**config.mk**
```make
export PLATFORM = sky130hd
export DESIGN_NAME = pls_sqrt
export DESIGN_NICKNAME = d
export VERILOG_FILES = /design/src/rtl/pixel_light_shadow_shader_defines.svh /design/src/rtl/pls_pkg.sv /design/src/rtl/pls_sqrt.sv
export SDC_FILE = /design/constraint.sdc
export NUM_CORES = 1
export LEC_CHECK = 0
export BUFFER_PORTS_ARGS = -buffer_cell sky130_fd_sc_hd__buf_2
export CORE_MARGIN = 2
export CORE_UTILIZATION = 40
export CTS_CLUSTER_SIZE = 8
export DETAILED_ROUTE_END_ITERATION = 8
export GPL_TIMING_DRIVEN = 1
export MAX_ROUTING_LAYER = met4
export PLACE_DENSITY_LB_ADDON = 0.25
export SLEW_MARGIN = 30
export SYNTH_ARGS = -nofsm -noshare
export SYNTH_HDL_FRONTEND = slang
export SYNTH_SLANG_ARGS = --single-unit
export TNS_END_PERCENT = 20
```
**constraint.sdc**
```tcl
create_clock -name clk -period 8.5 [get_ports clk]
set_clock_uncertainty 0.1 [all_clocks]
set_input_delay 2.55 -clock clk [delete_from_list [all_inputs] [get_ports clk]]
set_output_delay 2.55 -clock clk [all_outputs]
set_load 0.005 [all_outputs]
```
**src/rtl/pixel_light_shadow_shader_defines.svh**
```systemverilog
// Assertion helpers; clk and rst_n come from the enclosing module.
`ifndef PIXEL_LIGHT_SHADOW_SHADER_DEFINES_SVH
`define PIXEL_LIGHT_SHADOW_SHADER_DEFINES_SVH

`define PLS_ASSERT_IMP(label, ante, cons, msg) \
  label: assert property (@(posedge clk) disable iff (!rst_n) (ante) |-> (cons)) \
    else $error(msg);

`define PLS_ASSERT_NXT(label, ante, cons, msg) \
  label: assert property (@(posedge clk) disable iff (!rst_n) (ante) |=> (cons)) \
    else $error(msg);

`endif

```
**src/rtl/pls_pkg.sv**
```systemverilog
package pls_pkg;

  localparam int COORD_W    = 7;
  localparam int RECT_W     = 9;
  localparam int SIZE_W     = 7;
  localparam int PEAK_W     = 16;
  localparam int GREY_W     = 8;
  localparam int SQ_W       = 15;
  localparam int ROOT_W     = 16;
  localparam int EMIS_W     = 17;
  localparam int CFG_IDX_W  = 3;
  localparam int CFG_DATA_W = 16;

  localparam int unsigned BOUNCE_Q16  = 58982;
  localparam int unsigned GI_Q16      = 19661;
  localparam int unsigned DIRECT_Q16  = 45875;
  localparam int unsigned INV19_MUL   = 220753;
  localparam int          INV19_SHIFT = 22;

  localparam logic [EMIS_W-1:0] EMIS_ONE = 17'd65536;

  localparam logic [COORD_W-1:0] LIGHT_X_RST     = 7'd64;
  localparam logic [COORD_W-1:0] LIGHT_Y_RST     = 7'd64;
  localparam logic [RECT_W-1:0]  RECT_LEFT_RST   = 9'd0;
  localparam logic [RECT_W-1:0]  RECT_TOP_RST    = 9'd0;
  localparam logic [SIZE_W-1:0]  RECT_WIDTH_RST  = 7'd10;
  localparam logic [SIZE_W-1:0]  RECT_HEIGHT_RST = 7'd10;
  localparam logic [PEAK_W-1:0]  PEAK_RST        = 16'd26112;

  typedef enum logic [CFG_IDX_W-1:0] {
    REG_LIGHT_X     = 3'd0,
    REG_LIGHT_Y     = 3'd1,
    REG_RECT_LEFT   = 3'd2,
    REG_RECT_TOP    = 3'd3,
    REG_RECT_WIDTH  = 3'd4,
    REG_RECT_HEIGHT = 3'd5,
    REG_PEAK_LEVEL  = 3'd6
  } reg_idx_t;

  typedef struct packed {
    logic [COORD_W-1:0] pixel_x;
    logic [COORD_W-1:0] pixel_y;
  } pixel_t;

  typedef struct packed {
    logic [GREY_W-1:0] grey_level;
  } grey_t;

  // rect_left/rect_top hold two's complement values
  typedef struct packed {
    logic [COORD_W-1:0] light_x;
    logic [COORD_W-1:0] light_y;
    logic [RECT_W-1:0]  rect_left;
    logic [RECT_W-1:0]  rect_top;
    logic [SIZE_W-1:0]  rect_width;
    logic [SIZE_W-1:0]  rect_height;
  } geom_t;

  // emission after n occluded samples, Q1.16
  function automatic logic [EMIS_W-1:0] emission(input int unsigned n);
    logic [33:0] e;
    e = 34'd65536;
    for (int unsigned k = 0; k < n; k++) begin
      e = (e * 34'(BOUNCE_Q16)) >> 16;
    end
    return e[EMIS_W-1:0];
  endfunction

endpackage

```
**src/rtl/pls_sqrt.sv**
```systemverilog
module pls_sqrt #(
  parameter int TW = 7
) (
  input  logic                       clk,
  input  logic                       rst_n,
  input  logic                       adv,
  input  logic                       in_valid,
  input  logic [pls_pkg::SQ_W-1:0]   sq,
  input  logic [TW-1:0]              tag_in,
  output logic                       out_valid,
  output logic [pls_pkg::ROOT_W-1:0] root,
  output logic [TW-1:0]              tag_out
);
  import pls_pkg::*;

  // floor(sqrt(sq << 16)), one result bit per stage
  localparam int XW     = 2 * ROOT_W;
  localparam int STAGES = ROOT_W;
  localparam int RW     = ROOT_W + 4;

  logic [RW-1:0]     rem_r   [STAGES];
  logic [ROOT_W-1:0] q_r     [STAGES];
  logic [XW-1:0]     x_r     [STAGES];
  logic [TW-1:0]     tag_r   [STAGES];
  logic              vld_r   [STAGES];

  logic [RW-1:0]     rem_nxt [STAGES];
  logic [ROOT_W-1:0] q_nxt   [STAGES];
  logic [XW-1:0]     x_nxt   [STAGES];
  logic [TW-1:0]     tag_nxt [STAGES];
  logic              vld_nxt [STAGES];

  for (genvar k = 0; k < STAGES; k++) begin : g_stage
    logic [RW-1:0]     r_in, r_sh, t;
    logic [ROOT_W-1:0] q_in;
    logic [XW-1:0]     x_in;
    logic [TW-1:0]     tg_in;
    logic              v_in, ge;

    if (k == 0) begin : g_first
      assign r_in  = '0;
      assign q_in  = '0;
      assign x_in  = XW'(sq) << ROOT_W;
      assign tg_in = tag_in;
      assign v_in  = in_valid;
    end else begin : g_next
      assign r_in  = rem_r[k-1];
      assign q_in  = q_r[k-1];
      assign x_in  = x_r[k-1];
      assign tg_in = tag_r[k-1];
      assign v_in  = vld_r[k-1];
    end

    assign r_sh = {r_in[RW-3:0], x_in[XW-1 -: 2]};
    assign t    = RW'({q_in, 2'b01});
    assign ge   = (r_sh >= t);

    assign rem_nxt[k] = ge ? (r_sh - t) : r_sh;
    assign q_nxt[k]   = {q_in[ROOT_W-2:0], ge};
    assign x_nxt[k]   = x_in << 2;
    assign tag_nxt[k] = tg_in;
    assign vld_nxt[k] = v_in;
  end

  always_ff @(posedge clk) begin
    for (int k = 0; k < STAGES; k++) begin
      if (!rst_n) begin
        vld_r[k] <= 1'b0;
      end else if (adv) begin
        vld_r[k] <= vld_nxt[k];
      end
      if (adv) begin
        rem_r[k] <= rem_nxt[k];
        q_r[k]   <= q_nxt[k];
        x_r[k]   <= x_nxt[k];
        tag_r[k] <= tag_nxt[k];
      end
    end
  end

  assign out_valid = vld_r[STAGES-1];
  assign root      = q_r[STAGES-1];
  assign tag_out   = tag_r[STAGES-1];

endmodule

```
==> results by group <==
Status
  • Status: finished, final reports clean

Power and ir drop
  • Sw power: 1.73 mW
  • Sequential group share of total power: 48.7%
  • Net Sw Frac: 24.0%
  • Combinational Power Share: 12.1%
  • Internal: 5.49 mW
  • Leakage: 11.3 nW
  • Total Power: 7.23 mW
  • Clk network pwr share: 39.3%
  • Peak supply drop: 0.150 mV
  • Power per cell area: 243 nW/µm²

Timing
  • Hold slack: 0.310 ns
  • Final period util: 47.1%
  • Fmax: 0.250 GHz
  • Tmin final: 4.00 ns
  • Final hold vios: 0
  • Final slew viol count: 0
  • Setup WS post-layout: 4.50 ns
  • Setup tns final: 0 ns
  • Worst-Margin Slew: 0.918 ns
  • RSZ-0062 raised after global routing: no
  • Final setup viols: 0
  • Max_slew headroom: 38.4%

Worst setup path
  • CP max-delay cell: nand2b_1
  • Reg-to-reg startpoint: rem_r[1][20]
  • Critical path capture point type: register
  • Startpoint types: input pin
  • Worst Path Max Fanout: 87
  • Worst Setup Path Type: in2reg
  • Critical-path cell list: buf_8, buf_4, nand2b_1
  • R2R Setup Slk: 5.09 ns
  • RR Endpoint: rem_r[1][42]
  • Worst r2r path cells: 8
  • CP Data Arrival Time: 4.13 ns
  • Worst Path Required: 8.62 ns
  • Slowest cell delay on critical path: 0.59 ns

Min path
  • Hold Crit Endpoint: tag_r[1][2]
  • Hold path cells: 0
  • HP Start: tag_r[0][51]
  • HP Class: reg2reg

Yosys
  • Seq/Total Area, Yosys: 64.0%
  • Synth Area per Inst: 13.4 µm²
  • Mapped Area: 26200 µm²
  • Synthesis warning total: 0
  • Synth unique cells: 78
  • Syn Nets: 2127
  • Async S/R FF share, synth: 0%
  • Synth area leaders: edfxtp_1 (64%), ha_1 (6.5%), xnor2_1 (2.5%)
  • #FFs+latches synth: 559
  • Gate count of the mapped netlist: 1957
  • Share of the synthesized area in the top cell type: 64.0%
  • Yosys top cell by area: edfxtp_1
  • EDFF count, synth: 558
  • Main synth FF type: edfxtp_1

Clocking
  • CTS tree: built
  • Worst-Skew Late Latency: 0.60 ns
  • CTS H-tree depth: 3
  • Postcts setup bufs: 0
  • Post_cts resized: 0
  • Clock Tree Root: clkbuf_16
  • Clock sink count: 559
  • CTS clk-pin slew, worst paths: 0.05 ns
  • TritonCTS buffer count: 80
  • Worst-case clock buffer depth: 3
  • Hold_buf cts: 0

Route
  • DRT iter0 DRCs: 850
  • DR WL/cell: 14.8 µm
  • First-pass detailed-route iteration total: 7
  • Vias per cell: 5.12
  • Post-route ant nets: 0
  • DRC: 0
  • Vias: 15100
  • Post-Route WL: 43500 µm

Final layout
  • Nets@finish: 2241
  • Leading cell types in the layout, fill and taps excluded: edfxtp_1 (558), inv_1 (161), ha_1 (137)
  • Layout cell share with drive strength beyond 1: 11.0%
  • Syn-to-layout area delta: 13.4%
  • Most common cell after layout, fill and taps aside: edfxtp_1
  • Filler Cells Inserted: 5672
  • Antenna cells: 0

Floorplan
  • Core area: 64600 µm²
  • # rows: 93
  • Die height: 260 µm
  • Die area: 67600 µm²
  • Die X: 260 µm
  • Starting density of the core: 40.6%
  • Number of I/O pins: 50

Global routing
  • Vias in the first global route: 15700
  • Initial antenna violation count: 0
  • First-pass GRT wire length: 72500 µm
  • Gr usage total: 13.5%
  • Largest net degree at the start of global routing: 165
  • GR Overflow Total: 0

Placement
  • Final GP Congestion: 0.862
  • Setup WS pre-CTS: 3.84 ns
  • Number of port buffers: 49
  • Post-DP HPWL: 29100 µm

Job
  • Max-Cap Viols: 0
## cell type report
cell class | instances | area (µm²) | share of cell area, %
clock buffer | 93 | 2110 | 7.12
timing repair buffer | 57 | 340 | 1.15
sequential | 559 | 16800 | 56.5
multi-input combinational | 1211 | 8710 | 29.3
tap | 855 | 1070 | 3.60
inverter | 162 | 608 | 2.05
clock inverter | 6 | 80.1 | 0.270
## synth_stat cells (all sizes together) (5+ instances only)
master  instances
fa              7
nor4           28
nand3          32
and2            5
a211oi         21
a21oi         103
a211o           5
nand2         101
mux2           55
o211ai         14
o21ai          87
edfxtp        558
a31oi           7
and3           26
ha            137
clkbuf         17
xnor2          76
nor2b          19
nor3           58
o21a           31
o31ai          11
xor2           74
nand4          17
buf             8
or2             8
mux2i           8
nand2b         19
nand3b         12
or3            15
a21o           32
inv           161
nor4b           5
or4            12
nor2          126
o31a            5
## logic make-up (layout without fill, tap and decap cells)
| kind of cell | after synthesis | after routing | share of synthesized area [%] |
|---|---|---|---|
| AOI/OAI and AO/OA | 359 | 359 | 8.68 |
| DFF | 559 | 559 | 64.0 |
| buffers and inverters | 187 | 318 | 2.75 |
| adders and majority gates | 144 | 144 | 7.08 |
| xor gates and xnor gates | 150 | 150 | 5.01 |
| and+or+nand+nor | 494 | 494 | 9.76 |
| other | 1 | 1 | 0.0143 |
| muxes | 63 | 63 | 2.67 |
## routing by layer
| layer | wire [µm] | track usage [%] | vias up |
|---|---|---|---|
| met5 | 0 | - | - |
| met4 | 1450 | 5.87 | 0 |
| met3 | 1590 | 2.61 | 106 |
| met2 | 22800 | 24.5 | 267 |
| li1 | - | - | 7513 |
| met1 | 17600 | 14.2 | 7178 |
## state kept, by name (all words and copies together) (netlist names)
name   flops
vld_r     16
rem_r    239
q_r      136
tag_r    112
x_r       56
## worst max-delay path by stage
stage	end	start	slack, ns
after floorplan	vld_r[0][0]	adv	5.07
after global placement	vld_r[1][5]	adv	3.95
after detailed placement	vld_r[1][6]	adv	3.84
after CTS	vld_r[1][3]	adv	4.50
after global routing	vld_r[0][0]	adv	4.35
final	vld_r[1][2]	adv	4.50
## stage by stage
stage / util, % / cells / cell area, µm²
after detailed placement: 42.6 / 2844 / 27500
final: 46.0 / 2943 / 29700
after floorplan: - / 1957 / 26200
after CTS: 46.0 / 2943 / 29700
after global placement: 42.6 / 2844 / 27500
after global routing: 46.0 / 2943 / 29700
## power by group through the flow
stage | combinational [mW] | sequential, mW | clock, mW
floorplan | 0.658 | 3.52 | 0
global placement | 0.841 | 3.56 | 0
detailed placement | 0.868 | 3.57 | 0
CTS | 0.875 | 3.52 | 2.93
global route | 0.990 | 3.54 | 3.04
finish | 0.874 | 3.52 | 2.84
## critical path: cells and delay by family
family / cells / cell delay (ns)
buffers and inverters: 2 / 0.88
and+or+nand+nor: 1 / 0.59
No activity file was read; power rests on OpenSTA's default activity.
