<file path="config.mk">
export PLATFORM = sky130hd
export DESIGN_NAME = pls_count
export DESIGN_NICKNAME = d
export VERILOG_FILES = /design/src/rtl/pixel_light_shadow_shader_defines.svh /design/src/rtl/pls_pkg.sv /design/src/rtl/pls_count.sv
export SDC_FILE = /design/constraint.sdc
export NUM_CORES = 1
export LEC_CHECK = 0
export BUFFER_PORTS_ARGS = -buffer_cell sky130_fd_sc_hd__buf_2
export CAP_MARGIN = 20
export CORE_ASPECT_RATIO = 2
export CORE_MARGIN = 2
export CORE_UTILIZATION = 58
export CTS_CLUSTER_SIZE = 20
export DETAILED_ROUTE_END_ITERATION = 6
export PLACE_DENSITY = 0.87
export SETUP_SLACK_MARGIN = 0.15
export SYNTH_ARGS = -nofsm -noshare
export SYNTH_HDL_FRONTEND = slang
export SYNTH_SLANG_ARGS = --single-unit
</file>
<file path="constraint.sdc">
create_clock -name clk -period 12.4 [get_ports clk]
set_input_delay 3.72 -clock clk [delete_from_list [all_inputs] [get_ports clk]]
set_output_delay 3.72 -clock clk [all_outputs]
set_load 0.01 [all_outputs]
</file>
<file path="src/rtl/pixel_light_shadow_shader_defines.svh">
// Assertion helpers; clk and rst_n come from the enclosing module.
`ifndef PIXEL_LIGHT_SHADOW_SHADER_DEFINES_SVH
`define PIXEL_LIGHT_SHADOW_SHADER_DEFINES_SVH

`define PLS_ASSERT_IMP(label, ante, cons, msg) \
  label: assert property (@(posedge clk) disable iff (!rst_n) (ante) |-> (cons)) \
    else $error(msg);

`define PLS_ASSERT_NXT(label, ante, cons, msg) \
  label: assert property (@(posedge clk) disable iff (!rst_n) (ante) |=> (cons)) \
    else $error(msg);

`endif

</file>
<file path="src/rtl/pls_pkg.sv">
package pls_pkg;

  localparam int COORD_W    = 7;
  localparam int RECT_W     = 9;
  localparam int SIZE_W     = 7;
  localparam int PEAK_W     = 16;
  localparam int GREY_W     = 8;
  localparam int SQ_W       = 15;
  localparam int ROOT_W     = 16;
  localparam int EMIS_W     = 17;
  localparam int CFG_IDX_W  = 3;
  localparam int CFG_DATA_W = 16;

  localparam int unsigned BOUNCE_Q16  = 58982;
  localparam int unsigned GI_Q16      = 19661;
  localparam int unsigned DIRECT_Q16  = 45875;
  localparam int unsigned INV19_MUL   = 220753;
  localparam int          INV19_SHIFT = 22;

  localparam logic [EMIS_W-1:0] EMIS_ONE = 17'd65536;

  localparam logic [COORD_W-1:0] LIGHT_X_RST     = 7'd64;
  localparam logic [COORD_W-1:0] LIGHT_Y_RST     = 7'd64;
  localparam logic [RECT_W-1:0]  RECT_LEFT_RST   = 9'd0;
  localparam logic [RECT_W-1:0]  RECT_TOP_RST    = 9'd0;
  localparam logic [SIZE_W-1:0]  RECT_WIDTH_RST  = 7'd10;
  localparam logic [SIZE_W-1:0]  RECT_HEIGHT_RST = 7'd10;
  localparam logic [PEAK_W-1:0]  PEAK_RST        = 16'd26112;

  typedef enum logic [CFG_IDX_W-1:0] {
    REG_LIGHT_X     = 3'd0,
    REG_LIGHT_Y     = 3'd1,
    REG_RECT_LEFT   = 3'd2,
    REG_RECT_TOP    = 3'd3,
    REG_RECT_WIDTH  = 3'd4,
    REG_RECT_HEIGHT = 3'd5,
    REG_PEAK_LEVEL  = 3'd6
  } reg_idx_t;

  typedef struct packed {
    logic [COORD_W-1:0] pixel_x;
    logic [COORD_W-1:0] pixel_y;
  } pixel_t;

  typedef struct packed {
    logic [GREY_W-1:0] grey_level;
  } grey_t;

  // rect_left/rect_top hold two's complement values
  typedef struct packed {
    logic [COORD_W-1:0] light_x;
    logic [COORD_W-1:0] light_y;
    logic [RECT_W-1:0]  rect_left;
    logic [RECT_W-1:0]  rect_top;
    logic [SIZE_W-1:0]  rect_width;
    logic [SIZE_W-1:0]  rect_height;
  } geom_t;

  // emission after n occluded samples, Q1.16
  function automatic logic [EMIS_W-1:0] emission(input int unsigned n);
    logic [33:0] e;
    e = 34'd65536;
    for (int unsigned k = 0; k < n; k++) begin
      e = (e * 34'(BOUNCE_Q16)) >> 16;
    end
    return e[EMIS_W-1:0];
  endfunction

endpackage

</file>
<file path="src/rtl/pls_count.sv">
module pls_count #(
  parameter int SAMPLE_COUNT = 100
) (
  input  logic                                 clk,
  input  logic                                 rst_n,
  input  logic                                 adv,
  input  logic                                 in_valid,
  input  logic [SAMPLE_COUNT-1:0]              hits,
  input  logic [pls_pkg::SQ_W-1:0]             sq_in,
  output logic                                 out_valid,
  output logic [$clog2(SAMPLE_COUNT+1)-1:0]    n,
  output logic [pls_pkg::SQ_W-1:0]             sq_out
);
  import pls_pkg::*;

  localparam int NW  = $clog2(SAMPLE_COUNT + 1);
  localparam int GS  = 16;
  localparam int NG  = (SAMPLE_COUNT + GS - 1) / GS;
  localparam int PAD = NG * GS;

  logic [PAD-1:0] hits_pad;
  assign hits_pad = PAD'(hits);

  logic            v3_r;
  logic [4:0]      grp_r [NG];
  logic [SQ_W-1:0] sq3_r;

  always_ff @(posedge clk) begin
    if (!rst_n) begin
      v3_r <= 1'b0;
    end else if (adv) begin
      v3_r <= in_valid;
    end
    if (adv) begin
      for (int g = 0; g < NG; g++) begin
        grp_r[g] <= 5'($countones(hits_pad[g*GS +: GS]));
      end
      sq3_r <= sq_in;
    end
  end

  logic [NW-1:0] n_sum;

  always_comb begin
    n_sum = '0;
    for (int g = 0; g < NG; g++) begin
      n_sum = n_sum + NW'(grp_r[g]);
    end
  end

  logic            v4_r;
  logic [NW-1:0]   n_r;
  logic [SQ_W-1:0] sq4_r;

  always_ff @(posedge clk) begin
    if (!rst_n) begin
      v4_r <= 1'b0;
    end else if (adv) begin
      v4_r <= v3_r;
    end
    if (adv) begin
      n_r   <= n_sum;
      sq4_r <= sq3_r;
    end
  end

  assign out_valid = v4_r;
  assign n         = n_r;
  assign sq_out    = sq4_r;

endmodule

</file>
==> results.md, run 1 <==
* Most common cell on crit path: fa_1
* Final critical-path share of the clock period at between 50 and 60%
* Outcome: finished clean
* I/O pins at 142
* Ant. Diodes at 0
* Die Y at roughly 140 um
* Gate Count Post-Synth at approximately 400
* DR iter-0 viols at about 160
* Most frequent cells in the layout: 154 x inv_1, 141 x buf_2, 82 x fa_1
* Post-route cell area at approximately 0.0064 mm2
* Max-slew violations at 0
* Worst hold path startpoint: sq3_r[10]$_DFFE_PP_
* DRT Pass-1 Iters at 6
* Chip width at 71.6 um
* Reg2reg end: n[6]$_DFFE_PP_
* CP top delay family: adder cells
* Row cnt at roughly 50
* Cell chain of the critical path: buf_2 -> fa_1 -> fa_1 -> fa_1 -> inv_1 -> fa_1 -> inv_1 -> ha_1 -> a21o_1 -> a21oi_1 -> xnor2_1
* Initial Util at approximately 59%
* Num CTS Buffers at 9
* Pre-CTS setup slack at ~5.4 ns
* Routed vias/inst at 4.86
* Residual DRC at 0
* Final setup violation count at 0
* Core ar. at 0.00895 mm2
* Worst-Margin Slew at between 0.8 and 0.9 ns
* Placed cell areas at 0.00614 mm2
* First-pass GRT wire length at roughly 15000 um
* Mapped Nets at 648
* Worst clock skew at approximately 0.0058 ns
* Worst path required time at about 12 ns
* CP Capture Type: register
* Synth Cell Area at roughly 0.0053 mm2
* Synth Register Bits at 72
* WP data arrival at between 6 and 7 ns
* RSZ-0062 raised after global routing: no
* Adder-cell area share of the yosys netlist at 41.2%
* CP Launch Type: input port
* Hold Buf Count CTS at 0
* Critical path type: in2reg
* Synth Area in XOR/XNOR at 2.81%
* CTS tree: built
* Crit path depth at 11
* Wirelength per Cell at roughly 14 um
* H-tree levels at 3
* Vias at approximately 3200
* Simple-gate area share of the yosys netlist at 0.945%
* Post-DRT Antenna Nets at 0
* Area Overhead vs Synth at 20.9%
* Total clock sinks at approximately 70
* CP Buf/Inv Count at 3
* Warnings, synthesis at 0
* Gr ovfl total at 0
* Hold Path End: sq_out[10]$_DFFE_PP_
* Worst-path maximum fanout at 2
* Register area share after synthesis at roughly two fifths
* Final min period at roughly 6.7 ns
* Antenna violations before repair at 0
* Worst reg2reg path depth at 13
* Syn avg cell area at 13.1 um2
* Routed WL at 9100 um
* Worst-path clk slew at 0.05 ns
* Max Buffers Root-to-Sink at 2
* Max Cap Violations at 0
* Post-Route Setup TNS at 0 ns
* Reg2reg start: grp_r[0][2]$_DFFE_PP_
* Pin count of the biggest net entering global routing at 73
* Vias in the first global route at 3775
* CP max-delay cell: fa_1
* WHS at 0.417 ns
* Post-CTS Resized at 0
* Commonest non-fill, non-tap cell in the layout: inv_1
* Final HPWL DP at 7870 um
* Highest clock rate at roughly 150 MHz
* Gp weighted congestion at roughly 0.79
* Combinational family with the most area after synthesis: adder cells
* Worst-Skew Late Latency at 0.34 ns
* PortBufs at approximately 140
* Proportion of synthesized area in mux cells at less than 1%
* Die area at about 0.01 mm2
* Gr usage total at approximately a fifth
* Register-to-register setup slack at about 8.6 ns
* Layout Nets at between 800 and 900
* Max_slew headroom at 41.8%
* Critical path's largest stage delay at roughly 0.6 ns
* Clock root cell: clkbuf_16
* Hold Path Class: reg2reg
* Share of layout cells above drive strength 1 at around 28%
* WHS Path Cells at 0
* # Post-CTS Setup Buffers at 0
* Compound-gate portion of the synthesized area at between 3 and 4%
* Yosys cell types at 17
* Final hold vios at 0
* Slack of the critical path at 5.71 ns
## through the flow
step           utilization [%]  instances
6_report                  71.5        664
3_5_place_dp              68.6        648
4_1_cts                   71.5        664
3_3_place_gp              68.6        648
2_1_floorplan                -        404
5_1_grt                   71.5        664
## synth_stat cells (all sizes together)
library cell / number / area (um2)
o21ai: 1 / 5.00
inv: 154 / 578
o21a: 5 / 37.5
a211oi: 1 / 12.5
a21o: 8 / 61.3
fa: 82 / 1640
nor2b: 8 / 50.1
xor2: 3 / 26.3
dfxtp: 2 / 40.0
mux2i: 2 / 20.0
a21oi: 10 / 53.8
o21bai: 1 / 7.51
ha: 43 / 538
edfxtp: 70 / 2100
xnor2: 14 / 123
## worst reg2reg max path, delay by kind of cell (launching register included)
family	cells	cell delay, ns
xor gates and xnor gates	1	0.07
adders and majority gates	5	2.44
buffers and inverters	4	0.21
DFF	1	0.32
AOI/OAI and AO/OA	3	0.53
## cells by family (layout without fill, tap and decap cells)
| logic type | after synthesis | after routing |
|---|---|---|
| fa+ha+maj | 125 | 125 |
| flops | 72 | 72 |
| buf+inv | 154 | 312 |
| simple gates | 8 | 8 |
| mux | 2 | 2 |
| compound gates | 26 | 26 |
| xor+xnor | 17 | 17 |
## worst max-delay path by stage
stage	startpoint	endpoint
6_report	hits[0]	grp_r[0][3]$_DFFE_PP_
5_1_grt	hits[0]	grp_r[0][3]$_DFFE_PP_
4_1_cts	hits[0]	grp_r[0][3]$_DFFE_PP_
3_5_place_dp	hits[0]	grp_r[0][3]$_DFFE_PP_
3_3_place_gp	hits[32]	grp_r[2][4]$_DFFE_PP_
2_1_floorplan	hits[32]	grp_r[2][4]$_DFFE_PP_
## sequential cells by signal, summed over array words and instances, names as in the netlist
| signal | flops |
|---|---|
| grp_r | 33 |
| sq3_r | 15 |
| sq_out | 15 |
| n | 7 |
| out_valid | 1 |
| v3_r | 1 |
## layout make-up
cell class | count | area [um2]
Inverter | 154 | 578
Sequential cell | 72 | 2140
Timing Repair Buffer | 142 | 713
Clock buffer | 9 | 225
Clock inverter | 7 | 38.8
Fill cell | 604 | 2550
Multi-Input combinational cell | 178 | 2580
Tap cell | 102 | 128
## per-layer routing
layer	track usage, %	routed length, um
met3	4.07	365
met5	0	0
met2	40.8	5690
met4	11.7	391
met1	17.2	2650
Power of run 1 is not shown: default switching activity piles up to over one toggle a cycle in this logic, so the estimate is an artifact.
==> inputs of run 2 (changes only) <==
Settings changed: ABC_AREA from default to 1, CORE_UTILIZATION 58 to 54, PLACE_DENSITY 0.87 to 0.82.
Clock period 12.4 ns to 6.6 ns, I/O delays scaled along.
==> results.md, run 2 <==
* Total clock sinks at between 70 and 80
* Critical path type: in2reg
* Reg2reg start: grp_r[0][2]$_DFFE_PP_
* Share of layout cells above drive strength 1 at about a quarter
* Commonest non-fill, non-tap cell in the layout: inv_1
* CP startpoint: hits[11]
* Row cnt at between 50 and 60
* Final HPWL DP at ~7900 um
* Routed WL at ~9000 um
* Filler Cell Count at 699
* Layout Nets at between 800 and 900
* Pin count of the biggest net entering global routing at 74
* Synth top cells by count: 158 x inv_1, 82 x fa_1, 70 x edfxtp_1
* PortBufs at roughly 140
* Hold Path End: sq_out[5]$_DFFE_PP_
* Max Buffers Root-to-Sink at 2
* Num CTS Buffers at 9
* Final setup violation count at 0
* Hold Path Class: reg2reg
* Post-CTS Resized at 0
* Most frequent cell after synthesis: inv_1
* Final min period at just under 5 ns
* Gr ovfl total at 0
* RSZ-0062 raised after global routing: no
* Max_slew headroom at 42.5%
* DRT Pass-1 Iters at 4
* Gate Count Post-Synth at approximately 430
* Worst-Skew Late Latency at 0.32 ns
* Synth Cell Area at around 0.0053 mm2
* CP Launch Type: input port
* Chip width at about 74 um
* H-tree levels at 3
* Area Overhead vs Synth at 21.4%
* FFs w/ async S/R, synth at 0%
* Reg2reg end: n[5]$_DFFE_PP_
* WP data arrival at 5.05 ns
* Ant. Diodes at 0
* Highest clock rate at between 200 and 250 MHz
* Largest Register: grp_r
* Max Cap Violations at 0
* Synth Flop Type: edfxtp_1
* Final core occ at between 60% and 70%
* Worst-path maximum fanout at 2
* Wirelength per Cell at between 10 and 15 um
* Top cells by area, synth: edfxtp_1 40%, fa_1 31%, inv_1 11%
* # Post-CTS Setup Buffers at 0
* Final hold vios at 0
* DR iter-0 viols at 115
* Final critical-path share of the clock period at approximately 74%
* Worst clock skew at ~0.0046 ns
* Worst path required time at 6.75 ns
* Post-synth top area share at about two fifths
* Warnings, synthesis at 0
* First-pass GRT wire length at about 14000 um
* Multi-input gate area at roughly 0.0026 mm2
* Post-DRT Antenna Nets at 0
* Worst-Margin Slew at about 0.86 ns
* Worst reg2reg path depth at 12
* Top cell type by total area after synthesis: edfxtp_1
* Worst-path clk slew at approximately 0.050 ns
* Hold Buf Count CTS at 0
* Synth Register Bits at between 70 and 80
* Worst hold path startpoint: sq3_r[5]$_DFFE_PP_
* Syn avg cell area at between 10 and 15 um2
* Die Y at approximately 140 um
* Residual DRC at 0
* Antenna violations before repair at 0
* I/O pins at ~140
* Gr usage total at between 10% and 20%
* Clock root cell: clkbuf_16
* Post-Route Setup TNS at 0 ns
* Met2 Use GR at 36.4%
* Met1 Use GR at between 10 and 15%
* Initial Util at between 50% and 60%
* Register-to-register setup slack at just under 3 ns
* WHS Path Cells at 0
* Routed vias/inst at around 4.6
* Outcome: finished clean
* Mapped Nets at 673
* Vias in the first global route at 3560
* Die area at around 0.011 mm2
* Vias at between 3000 and 4000
* Post-synth EDFFs at 70
* CP Capture Type: register
* Core ar. at around 0.0096 mm2
* Met3 GRT Util at under 10%
* Max-slew violations at 0
* Gp weighted congestion at 0.828
* Largest register FFs at 33
* Most frequent cells in the layout: 158 x inv_1, 141 x buf_2, 82 x fa_1
* Yosys cell types at 15
* Register area share after synthesis at about two fifths
* FF/Latch Area at ~0.0021 mm2
* CTS tree: built
* Peak-usage layer in the global routing report: met2
## run 2: worst max-delay path by stage
| stage | slack [ns] | depth (start not counted) | end |
|---|---|---|---|
| floorplan | 1.61 | 9 | grp_r[2][2]$_DFFE_PP_ |
| global placement | 1.43 | 13 | grp_r[0][2]$_DFFE_PP_ |
| detailed placement | 1.36 | 13 | grp_r[0][4]$_DFFE_PP_ |
| CTS | 1.70 | 13 | grp_r[0][4]$_DFFE_PP_ |
| global route | 1.54 | 13 | grp_r[0][4]$_DFFE_PP_ |
| finish | 1.71 | 13 | grp_r[0][4]$_DFFE_PP_ |
## run 2: cell type report
class	count	share of cell area, %
multi-input combinational	198	39.9
sequential	72	33.2
timing repair buffer	142	11.0
inverter	159	9.24
clock buffer	16	4.05
tap	132	2.56
## run 2: worst max-delay path, stage by stage
cell and delay [ns]:
buf_2 0.11, fa_1 0.53, inv_1 0.05, fa_1 0.48, inv_1 0.05, fa_1 0.47
inv_1 0.05, fa_1 0.42, inv_1 0.06, ha_1 0.16, inv_1 0.05, fa_1 0.40
o21ai_0 0.22
## run 2: stage by stage
step           hold WS, ns  std cells  worst slack [ns]  area [um2]
2_1_floorplan        0.400        429              1.61        5320
3_3_place_gp         0.401        703              1.43        6190
3_5_place_dp         0.405        703              1.36        6190
4_1_cts              0.419        719              1.70        6460
5_1_grt              0.425        719              1.54        6460
6_report             0.418        719              1.71        6460
## run 2: cells by family after synthesis
logic type      count (synthesis)  share of synthesized area, %
xor+xnor                       16                          2.78
flops                          72                          40.3
fa+ha+maj                     125                          41.0
buf+inv                       159                          11.2
compound gates                 15                          1.41
simple gates                   42                          3.29
## run 2: per-layer routing
| layer | wire, um | part of all wire, % | vias up |
|---|---|---|---|
| met5 | 0 | 0 | - |
| met4 | 374 | 4.2 | 0 |
| met3 | 357 | 4.0 | 28 |
| met2 | 5660 | 63 | 101 |
| met1 | 2610 | 29 | 1614 |
| li1 | - | - | 1577 |
Power of run 2 is left out for the same reason.
==> inputs of run 3 (changes only) <==
Settings changed: CORE_UTILIZATION 54 to 49, PLACE_DENSITY 0.82 to 0.78.
Clock period 6.6 ns to 4.4 ns, I/O delays scaled along.
==> results.md, run 3 (synthesized netlist as in run 2, its figures left out) <==
* Outcome: finished clean
* Most common cell on crit path: fa_1
* Share of layout cells above drive strength 1 at 29.1%
* Gr usage total at between 15 and 20%
* Largest register FFs at 33
* Critical path type: in2reg
* Post-DRT Antenna Nets at 0
* Multi-input gate area at approximately 0.0026 mm2
* Post-Route Setup TNS at 0 ns
* Most frequent cells in the layout: 156 x inv_1, 140 x buf_2, 77 x fa_1
* Worst-Skew Late Latency at roughly 0.33 ns
* Crit path depth at 13
* Critical path's largest stage delay at 0.53 ns
* Gr ovfl total at 0
* Gp weighted congestion at ~0.83
* Worst-path clk slew at around 0.050 ns
* Max_slew headroom at 45.6%
* Pin count of the biggest net entering global routing at 39
* CP Capture Type: register
* Ant. Diodes at 0
* Antenna violations before repair at 0
* Residual DRC at 0
* First-pass GRT wire length at between 15000 and 20000 um
* H-tree levels at 3
* Initial Util at 50.4%
* Met3 WL post-DR at around 330 um
* Layout Nets at a little over 800
* Clock root cell: clkbuf_16
* Final setup violation count at 0
* Final HPWL DP at around 8200 um
* Wirelength per Cell at approximately 13 um
* Filler Cell Count at between 800 and 900
* Worst-path maximum fanout at 2
* Max-slew violations at 0
* FF/Latch Area at 0.00214 mm2
* Final min period at between 4 and 5 ns
* Commonest non-fill, non-tap cell in the layout: inv_1
* CP Buf/Inv Count at 6
* CP max-delay cell: fa_1
* Worst reg2reg path depth at 12
* Highest clock rate at around 240 MHz
* Max Cap Violations at 0
* Max Buffers Root-to-Sink at 2
* Core ar. at ~0.011 mm2
* CP top delay family: adder cells
* DRT Pass-1 Iters at 4
* DR iter-0 viols at between 100 and 150
* Row cnt at 53
* Die Y at 151 um
* Worst path required time at 4.47 ns
* Hold Buf Count CTS at 0
* Final critical-path share of the clock period at 96.0%
* I/O pins at between 100 and 150
* M1 wire length at 2690 um
* Top layer in use: met4
* Num CTS Buffers at 9
* Routed WL at about 9000 um
* Routed vias/inst at between 4 and 5
* Final hold vios at 0
* Vias in the first global route at around 3800
* Cell chain of the critical path: buf_6 -> fa_1 -> inv_1 -> fa_1 -> inv_1 -> fa_1 -> inv_2 -> fa_1 -> inv_1 -> ha_2 -> inv_2 -> fa_1 -> xnor2_1
* Hold Path Class: reg2reg
* Worst-Margin Slew at just over 0.8 ns
* Die area at about 0.012 mm2
* Chip width at about 78 um
* WP data arrival at 4.30 ns
* Vias at 3334
* Worst clock skew at 0.00719 ns
* Largest Register: grp_r
* WHS Path Cells at 0
* Total clock sinks at between 70 and 80
* Met2 wire length at a little under 6000 um
* Area Overhead vs Synth at 23.3%
* CP Launch Type: input port
* RSZ-0062 raised after global routing: yes
* CTS tree: built
* PortBufs at 141
==> run 3: changes by cell type in the layout (fill, tap and decap cells not counted), sizes merged <==
cell | before | now
clkbuf | 16 | 13
clkinv | 1 | 3
buf | 142 | 147
clkinvlp | 0 | 1
==> run 3: path summary, 6_finish.rpt <==
check	startpoint	endpoint	slack [ns]
worst max-delay path	hits[11]	grp_r[0][2]$_DFFE_PP_	0.18
worst min-delay path	sq3_r[6]$_DFFE_PP_	sq_out[6]$_DFFE_PP_	0.42
worst max register to register	grp_r[0][2]$_DFFE_PP_	n[5]$_DFFE_PP_	0.77
worst min register to register	sq3_r[6]$_DFFE_PP_	sq_out[6]$_DFFE_PP_	0.42
==> run 3: stage by stage <==
step | setup slack (ns) | instances | util (%) | instance area [um2] | hold WS (ns)
finish | 0.176 | 729 | 62.1 | 6550 | 0.415
global route | 0.0850 | 729 | 62.1 | 6550 | 0.422
CTS | 0.155 | 728 | 62.0 | 6530 | 0.414
detailed placement | -0.186 | 712 | 59.3 | 6260 | 0.405
global placement | -0.108 | 712 | 59.3 | 6260 | 0.400
floorplan | 0.0722 | 429 | - | 5330 | 0.400
==> run 3: cell type report <==
class                      count  area share (%)
multi-input combinational    198            39.6
sequential                    72            32.7
timing repair buffer         147            11.7
inverter                     159            9.11
clock buffer                  13            3.97
tap                          137            2.62
clock inverter                 3           0.267
==> run 3: routing by layer <==
metal	GRT usage, %	vias to the layer above
met5	0	-
met4	8.84	0
met3	3.46	23
met2	35.3	101
met1	14.3	1620
li1	-	1590
==> run 3: repair_timing <==
item,CTS,global route
setup buffers,0,1
endpoints found under the setup margin,0,5
gates resized for setup,0,5
endpoints found under the hold margin,0,0
Power of run 3 is left out for the same reason.
